File: src/design/spq_pkg.sv
// ---------------------------------------------------------------------------
// spq_pkg: shared types and codes for the sorted priority queue
// Operation codes, result status codes, parameter defaults and the command
// struct that the top level broadcasts to every slot cell.
// ---------------------------------------------------------------------------
package spq_pkg;

    // parameter defaults
    localparam int DEFAULT_CAPACITY      = 16;
    localparam int DEFAULT_PRIORITY_BITS = 8;

    // payload widths fixed by the interface
    localparam int VALUE_W  = 32;
    localparam int STATUS_W = 2;

    // operation codes
    localparam logic OP_ENQUEUE = 1'b0;
    localparam logic OP_DEQUEUE = 1'b1;

    // result status codes
    localparam logic [STATUS_W-1:0] STATUS_DONE  = 2'd0;
    localparam logic [STATUS_W-1:0] STATUS_EMPTY = 2'd1;
    localparam logic [STATUS_W-1:0] STATUS_FULL  = 2'd2;

    // command broadcast to every cell
    typedef struct packed {
        logic enq;  // insert the new entry, shift the tail back by one
        logic deq;  // remove the head, shift everything forward by one
    } t_cmd;

endpackage

File: src/design/spq_cell.sv
// ---------------------------------------------------------------------------
// spq_cell: one slot of the sorted queue
// Holds one value and priority. On insert it keeps its entry, takes the new
// entry or takes its left neighbor's entry; on removal it takes its right
// neighbor's entry.
// ---------------------------------------------------------------------------
module spq_cell
    import spq_pkg::*;
#(
    parameter int IDX      = 0,
    parameter int PRIO_W   = DEFAULT_PRIORITY_BITS,
    parameter int CNT_W    = 5
) (
    input  logic                i_clk,
    input  t_cmd                i_cmd,
    input  logic [CNT_W-1:0]    i_count,
    input  logic [VALUE_W-1:0]  i_new_value,
    input  logic [PRIO_W-1:0]   i_new_prio,
    input  logic                i_left_open,
    input  logic [VALUE_W-1:0]  i_left_value,
    input  logic [PRIO_W-1:0]   i_left_prio,
    input  logic [VALUE_W-1:0]  i_right_value,
    input  logic [PRIO_W-1:0]   i_right_prio,
    output logic                o_open,
    output logic [VALUE_W-1:0]  o_value,
    output logic [PRIO_W-1:0]   o_prio,
    output logic [VALUE_W-1:0]  o_next_value
);

    localparam logic [CNT_W-1:0] IDX_C = CNT_W'(IDX);

    logic [VALUE_W-1:0] r_value;
    logic [PRIO_W-1:0]  r_prio;
    logic [VALUE_W-1:0] n_value;
    logic [PRIO_W-1:0]  n_prio;
    logic               w_occupied;

    // slot is open to the new entry when empty or of strictly lower priority
    assign w_occupied = (IDX_C < i_count);
    assign o_open     = !w_occupied || (r_prio < i_new_prio);

    // next contents
    always_comb begin
        n_value = r_value;
        n_prio  = r_prio;
        if (i_cmd.deq) begin
            n_value = i_right_value;
            n_prio  = i_right_prio;
        end else if (i_cmd.enq && o_open) begin
            if (i_left_open) begin
                n_value = i_left_value;
                n_prio  = i_left_prio;
            end else begin
                n_value = i_new_value;
                n_prio  = i_new_prio;
            end
        end
    end

    // slot storage
    always_ff @(posedge i_clk) begin
        r_value <= n_value;
        r_prio  <= n_prio;
    end

    assign o_value      = r_value;
    assign o_prio       = r_prio;
    assign o_next_value = n_value;

endmodule

File: src/design/sorted_priority_queue_top.sv
// ---------------------------------------------------------------------------
// sorted_priority_queue_top: bounded priority queue in a chain of slot cells
// Entries stay sorted by priority, highest at slot 0, equal priorities in
// arrival order. Every slot compares against the new entry at once and
// shifts with its neighbors.
//
//   channel | ports                                         | dir
//   --------+-----------------------------------------------+-----
//   in      | i_in_valid o_in_ready i_op i_item_value       | in
//           | i_item_priority                               |
//   out     | o_out_valid i_out_ready o_taken_value         | out
//           | o_status o_front_value o_front_valid          |
//           | o_fill_level                                  |
//
// One transaction per cycle while each result is taken: the slot chain updates at
// the accepting edge and the result is in the output register in the next cycle.
// The output register lets a new transaction in while the result is taken.
// A stalled result holds the input off until i_out_ready is seen.
// Synchronous active-low reset empties the queue; slot contents are not
// cleared, only the fill count and the output valid flag.
// ---------------------------------------------------------------------------
module sorted_priority_queue_top
    import spq_pkg::*;
#(
    parameter int CAPACITY      = DEFAULT_CAPACITY,
    parameter int PRIORITY_BITS = DEFAULT_PRIORITY_BITS,
    localparam int CNT_W        = $clog2(CAPACITY + 1)
) (
    input  logic                     i_clk,
    input  logic                     i_rst_n,
    input  logic                     i_in_valid,
    output logic                     o_in_ready,
    input  logic                     i_op,
    input  logic [VALUE_W-1:0]       i_item_value,
    input  logic [PRIORITY_BITS-1:0] i_item_priority,
    output logic                     o_out_valid,
    input  logic                     i_out_ready,
    output logic [VALUE_W-1:0]       o_taken_value,
    output logic [STATUS_W-1:0]      o_status,
    output logic [VALUE_W-1:0]       o_front_value,
    output logic                     o_front_valid,
    output logic [CNT_W-1:0]         o_fill_level
);

    localparam logic [CNT_W-1:0] CAP_C = CNT_W'(CAPACITY);

    logic                     r_out_valid;
    logic [CNT_W-1:0]         r_count;
    logic [CNT_W-1:0]         n_count;
    logic [VALUE_W-1:0]       r_taken_value;
    logic [STATUS_W-1:0]      r_status;
    logic [VALUE_W-1:0]       r_front_value;
    logic                     r_front_valid;
    logic [CNT_W-1:0]         r_fill_level;

    logic                     w_accept;
    logic                     w_full;
    logic                     w_empty;
    t_cmd                     w_cmd;
    logic [STATUS_W-1:0]      w_status;

    logic                     w_open  [CAPACITY];
    logic [VALUE_W-1:0]       w_value [CAPACITY];
    logic [PRIORITY_BITS-1:0] w_prio  [CAPACITY];
    logic [VALUE_W-1:0]       w_next  [CAPACITY];

    // handshake and command decode
    assign o_in_ready = !r_out_valid || i_out_ready;
    assign w_accept   = i_in_valid && o_in_ready;
    assign w_full     = (r_count == CAP_C);
    assign w_empty    = (r_count == '0);
    assign w_cmd.enq  = w_accept && (i_op == OP_ENQUEUE) && !w_full;
    assign w_cmd.deq  = w_accept && (i_op == OP_DEQUEUE) && !w_empty;

    always_comb begin
        n_count = r_count;
        if (w_cmd.enq) begin
            n_count = r_count + CNT_W'(1);
        end else if (w_cmd.deq) begin
            n_count = r_count - CNT_W'(1);
        end
    end

    always_comb begin
        w_status = STATUS_DONE;
        if (w_accept && (i_op == OP_DEQUEUE) && w_empty) begin
            w_status = STATUS_EMPTY;
        end else if (w_accept && (i_op == OP_ENQUEUE) && w_full) begin
            w_status = STATUS_FULL;
        end
    end

    // chain of slot cells, slot 0 is the head
    for (genvar g = 0; g < CAPACITY; g++) begin : g_slot
        logic                     w_l_open;
        logic [VALUE_W-1:0]       w_l_value;
        logic [PRIORITY_BITS-1:0] w_l_prio;
        logic [VALUE_W-1:0]       w_r_value;
        logic [PRIORITY_BITS-1:0] w_r_prio;

        if (g == 0) begin : g_head
            assign w_l_open  = 1'b0;
            assign w_l_value = i_item_value;
            assign w_l_prio  = i_item_priority;
        end else begin : g_mid
            assign w_l_open  = w_open[g-1];
            assign w_l_value = w_value[g-1];
            assign w_l_prio  = w_prio[g-1];
        end

        if (g == CAPACITY - 1) begin : g_tail
            assign w_r_value = '0;
            assign w_r_prio  = '0;
        end else begin : g_body
            assign w_r_value = w_value[g+1];
            assign w_r_prio  = w_prio[g+1];
        end

        spq_cell #(
            .IDX    (g),
            .PRIO_W (PRIORITY_BITS),
            .CNT_W  (CNT_W)
        ) u_cell (
            .i_clk         (i_clk),
            .i_cmd         (w_cmd),
            .i_count       (r_count),
            .i_new_value   (i_item_value),
            .i_new_prio    (i_item_priority),
            .i_left_open   (w_l_open),
            .i_left_value  (w_l_value),
            .i_left_prio   (w_l_prio),
            .i_right_value (w_r_value),
            .i_right_prio  (w_r_prio),
            .o_open        (w_open[g]),
            .o_value       (w_value[g]),
            .o_prio        (w_prio[g]),
            .o_next_value  (w_next[g])
        );
    end

    // fill count and output valid
    always_ff @(posedge i_clk) begin
        if (!i_rst_n) begin
            r_count     <= '0;
            r_out_valid <= 1'b0;
        end else begin
            r_count <= n_count;
            if (w_accept) begin
                r_out_valid <= 1'b1;
            end else if (i_out_ready) begin
                r_out_valid <= 1'b0;
            end
        end
    end

    // result register
    always_ff @(posedge i_clk) begin
        if (w_accept) begin
            r_taken_value <= w_cmd.deq ? w_value[0] : '0;
            r_status      <= w_status;
            r_front_value <= (n_count != '0) ? w_next[0] : '0;
            r_front_valid <= (n_count != '0);
            r_fill_level  <= n_count;
        end
    end

    assign o_out_valid   = r_out_valid;
    assign o_taken_value = r_taken_value;
    assign o_status      = r_status;
    assign o_front_value = r_front_value;
    assign o_front_valid = r_front_valid;
    assign o_fill_level  = r_fill_level;

    // fill count stays within capacity
    a_count_range: assert property (@(posedge i_clk) disable iff (!i_rst_n)
        r_count <= CAP_C)
        else $error("fill count above capacity");

    // head two slots stay in priority order
    a_head_order: assert property (@(posedge i_clk) disable iff (!i_rst_n)
        (r_count >= CNT_W'(2)) |-> (w_prio[0] >= w_prio[1]))
        else $error("head slots out of priority order");

    // dropped enqueue leaves the count unchanged and is flagged
    a_full_drop: assert property (@(posedge i_clk) disable iff (!i_rst_n)
        (w_accept && (i_op == OP_ENQUEUE) && w_full)
        |=> (o_status == STATUS_FULL) && (r_count == $past(r_count)))
        else $error("enqueue on full queue not dropped");

    // successful dequeue shrinks the queue by one
    a_deq_count: assert property (@(posedge i_clk) disable iff (!i_rst_n)
        w_cmd.deq |=> (r_count == $past(r_count) - CNT_W'(1))
        && (o_fill_level == r_count))
        else $error("dequeue count mismatch");

    // reported head flag agrees with reported fill level
    a_front_flag: assert property (@(posedge i_clk) disable iff (!i_rst_n)
        o_out_valid |-> (o_front_valid == (o_fill_level != '0)))
        else $error("front valid inconsistent with fill level");

endmodule
File: config.mk
export PLATFORM = sky130hd
export DESIGN_NAME = sorted_priority_queue_top
export DESIGN_NICKNAME = d
export VERILOG_FILES = /design/src/design/spq_pkg.sv /design/src/design/spq_cell.sv /design/src/design/sorted_priority_queue_top.sv
export SDC_FILE = /design/constraint.sdc
export NUM_CORES = 2
export LEC_CHECK = 0
export BUFFER_PORTS_ARGS = -buffer_cell sky130_fd_sc_hd__buf_4
export CAP_MARGIN = 20
export CORE_MARGIN = 2
export CORE_UTILIZATION = 50
export DETAILED_ROUTE_END_ITERATION = 6
export PLACE_DENSITY = 0.77
export SETUP_SLACK_MARGIN = 0.5
export SYNTH_ARGS = -nofsm -noshare
export SYNTH_HDL_FRONTEND = slang
export SYNTH_SLANG_ARGS = --single-unit
File: constraint.sdc
create_clock -name i_clk -period 8.15 [get_ports i_clk]
set_input_delay 2.0375 -clock i_clk [delete_from_list [all_inputs] [get_ports i_clk]]
set_output_delay 2.0375 -clock i_clk [all_outputs]
set_load 0.02 [all_outputs]
==> run_results.csv <==
group,metric,value,unit
status,status,"finished clean",
placement,dp.cells,4316,
worst_setup_path,r2r_slack,4.29,ns
floorplanning,num_rows,100,
job,max_cap_violations,0,
cts,cts-resized-gates,0,
placement,hpwl,61700,um
synth,dominantRegCellSynth,"edfxtp_1",
power_and_ir_drop,power_density,322,nW/um2
power_and_ir_drop,p_seq_share,46.4,%
cts,clkSlewWorstSetupHoldPaths,0.06,ns
floorplanning,initial_core_util,50.7,%
floorplanning,fp.dieH,279,um
sta,worstMarginPinSlew,1.06,ns
global_route,antenna_found_initial,7,
routing,drt_iter0_markers,2509,
power_and_ir_drop,p_int,8.94,mW
floorplanning,core_area,74700,um2
worst_setup_path,cp_common_cell,"buf_4",
worst_setup_path,crit_arrival,5.30,ns
synth,syn_area,37900,um2
global_route,grt_overflow_total,0,
global_route,grt_usage,24.3,%
synth,synth_edf_count,640,
routing,drc,0,
power_and_ir_drop,swShare,33.5,%
synth,synthArstFlopShare,0,%
floorplanning,io_pins,119,
sta,slew_violations,0,
worst_setup_path,critPathKind,"in2reg",
global_route,busiest_layer,"met2",
global_route,use_met1,31.4,%
worst_setup_path,crit_chain,"buf_4 -> inv_1 -> ha_1 -> o21a_1 -> nor2_1 -> a211oi_1 -> o22ai_4 -> buf_4 -> nand2_1 -> nand2_2",
synth,synthCells,3474,
finish,fin_util,55.9,%
sta,holdWs,0.523,ns
finish,drive_gt1_share,9.89,%
worst_setup_path,end_kind,"flop",
cts,ctsLongestPathBuffers,3,
power_and_ir_drop,leakage,15.5,nW
routing,drt_pass1_iterations,5,
hold_path,hp-class,"reg2reg",
global_route,grt_max_degree,292,
synth,syn-num-nets,3635,
sta,hold_violations,0,
floorplanning,dieWidth,279,um
power_and_ir_drop,p_switching,4.50,mW
power_and_ir_drop,power,13.4,mW
sta,fmax,198,MHz
finish,final_cells,4450,
sta,grt_setup_unrepaired,"no",
sta,period_needed,5.06,ns
power_and_ir_drop,pwr-share-comb,28.7,%
worst_setup_path,cpPeakStageDelay,0.76,ns
synth,yosysSeqAreaShare,54.9,%
cts,clk_latency,0.63,ns
routing,via_per_inst,6.07,
cts,post-cts-setup-buffers,0,
floorplanning,dieArea,77900,um2
synth,yosys_warnings,0,
routing,wl_per_cell,21.6,um
synth,yosysUniqueCellTypes,58,
worst_setup_path,cp_max_fo,41,
placement,place_congestion,0.875,
finish,fillers,6207,
synth,yosys_register_bits,718,
power_and_ir_drop,vdd_drop_max,0.224,mV
cts,clock_tree.root_cell,"clkbuf_16",
routing,wl,96200,um
sta,fin_crit_sh,62.1,%
sta,relSlewSlack,29.4,%
cts,cts_inserted_buffers,71,
routing,antenna_left,0,
synth,syn-mean-instance-area,10.9,um2
worst_setup_path,cp.required,8.39,ns
power_and_ir_drop,p_clk_share,24.9,%
sta,setup_viol,0,
global_route,grt_pass1_wl,151000,um
global_route,use_met2,41.3,%
cts,ctsHtreeMaxLevel,3,
worst_setup_path,slowest_stage,"nand2_2",
sta,finalSetupTns,0,ns
cts,cts_sinks,718,
routing,vias,27000,
placement,port-buffer-count,118,
cts,cts_tree,"built",
global_route,grt_pass1_vias,27200,
cts,ctsHoldBuffers,0,
global_route,met3_usage,3.97,%
finish,final_nets,3583,
finish,syn2layout_area_growth,10.3,%
worst_setup_path,start_kind,"input port",
sta,fin_skew,0.0253,ns
[cell type report]
type	instances	area, um2	share of cell area [%]
diodes	3	7.51	0.0180
well taps	969	1210	2.91
clock buffers	104	2050	4.92
flip-flops and latches	718	20800	49.8
clock inverters	25	273	0.654
multi-input cells	2447	16000	38.4
repair buffers	168	1340	3.20
inverters	16	60.1	0.144
[path summary, 6_finish.rpt]
path                                start                             to  cells after the start
min          g_slot[15].u_cell.o_value[3]   g_slot[14].u_cell.o_value[3]                      2
min reg2reg  g_slot[15].u_cell.o_value[3]   g_slot[14].u_cell.o_value[3]                      2
max reg2reg                    r_count[1]  g_slot[12].u_cell.o_value[14]                      7
max                    i_item_priority[2]   g_slot[6].u_cell.o_value[14]                     10
[Yosys cell counts (2+ instances only)]
master | instances | area [um2]
and3_1 | 4 | 25.0
and2_1 | 48 | 300
nand2_1 | 522 | 1960
buf_1 | 3 | 11.3
nor2b_1 | 65 | 407
and2_0 | 22 | 138
nor3b_1 | 2 | 15.0
nand4_1 | 19 | 119
o31ai_1 | 2 | 15.0
a21oi_1 | 158 | 791
a21o_1 | 9 | 67.6
xnor2_1 | 2 | 17.5
xor2_1 | 2 | 17.5
nand3_1 | 18 | 90.1
edfxtp_1 | 640 | 19200
a31oi_1 | 46 | 288
dfxtp_1 | 78 | 1560
o211ai_1 | 7 | 52.6
o21a_1 | 10 | 75.1
mux2i_1 | 522 | 5230
nand2b_1 | 5 | 31.3
buf_6 | 4 | 45.0
o21ai_1 | 4 | 20.0
clkbuf_1 | 166 | 623
a211oi_1 | 10 | 75.1
inv_1 | 16 | 60.1
a221o_1 | 31 | 310
nor2_1 | 108 | 405
or3b_2 | 32 | 280
buf_2 | 119 | 596
a211o_1 | 2 | 17.5
o22ai_1 | 2 | 12.5
o21ai_0 | 634 | 3170
nor3_1 | 13 | 65.1
ha_1 | 116 | 1450
or2_2 | 2 | 12.5
or3_1 | 10 | 62.6
[power by group through the flow]
stage	combinational [mW]	sequential [mW]	clock (mW)
after global routing	4.30	6.35	3.50
final	3.86	6.24	3.34
after floorplan	2.76	6.10	0
after CTS	3.83	6.23	3.38
after detailed placement	3.81	6.29	0
after global placement	3.66	6.29	0
[cells by family after synthesis]
kind of cell / count (synthesis) / synth area share [%]
mux: 522 / 13.8
xor+xnor: 4 / 0.0926
simple gates: 875 / 10.5
buf+inv: 309 / 3.54
compound gates: 930 / 13.4
fa+ha+maj: 116 / 3.83
flops: 718 / 54.9
[state kept, by name (all words and copies together), names as in the netlist]
signal and flops:
o_fill_level 5, o_front_valid 1, g_slot.u_cell.o_prio 128, o_out_valid 1, r_count 5, o_taken_value 32, o_front_value 32, o_status 2
g_slot.u_cell.o_value 512
[metal layers]
layer  wire, um  part of all wire [%]  up-vias
li1           -                     -    12600
met1      40100                    42    13300
met2      47400                    49      845
met3       5530                   5.7      204
met4       3190                   3.3        8
met5         50                 0.052        -
[worst max-delay path, delay by kind of cell]
| family | cells | cell delay [ns] |
|---|---|---|
| and+or+nand+nor | 3 | 1.00 |
| adders and majority gates | 1 | 0.37 |
| buffers and inverters | 3 | 1.46 |
| AOI/OAI and AO/OA | 3 | 0.36 |
[layout by cell type, fill, tap and decap left out, drive strengths merged, types with 13 or more instances in the layout]
master / count
edfxtp: 640
o21ai: 639
mux2i: 522
nand2: 522
buf: 168
a21oi: 158
ha: 116
nor2: 108
clkbuf: 104
dfxtp: 78
and2: 70
nor2b: 65
a31oi: 46
or3b: 32
a221o: 31
nand4: 19
nand3: 18
inv: 17
clkinv: 17
nor3: 13
[through the flow]
step                      area (um2)  setup WS (ns)
after floorplan                37900           1.21
after global placement         39300           2.54
after detailed placement       39400           2.48
after CTS                      41700           3.13
after global routing           41700           2.96
final                          41700           3.09
Power figures use the tool's default switching activity.
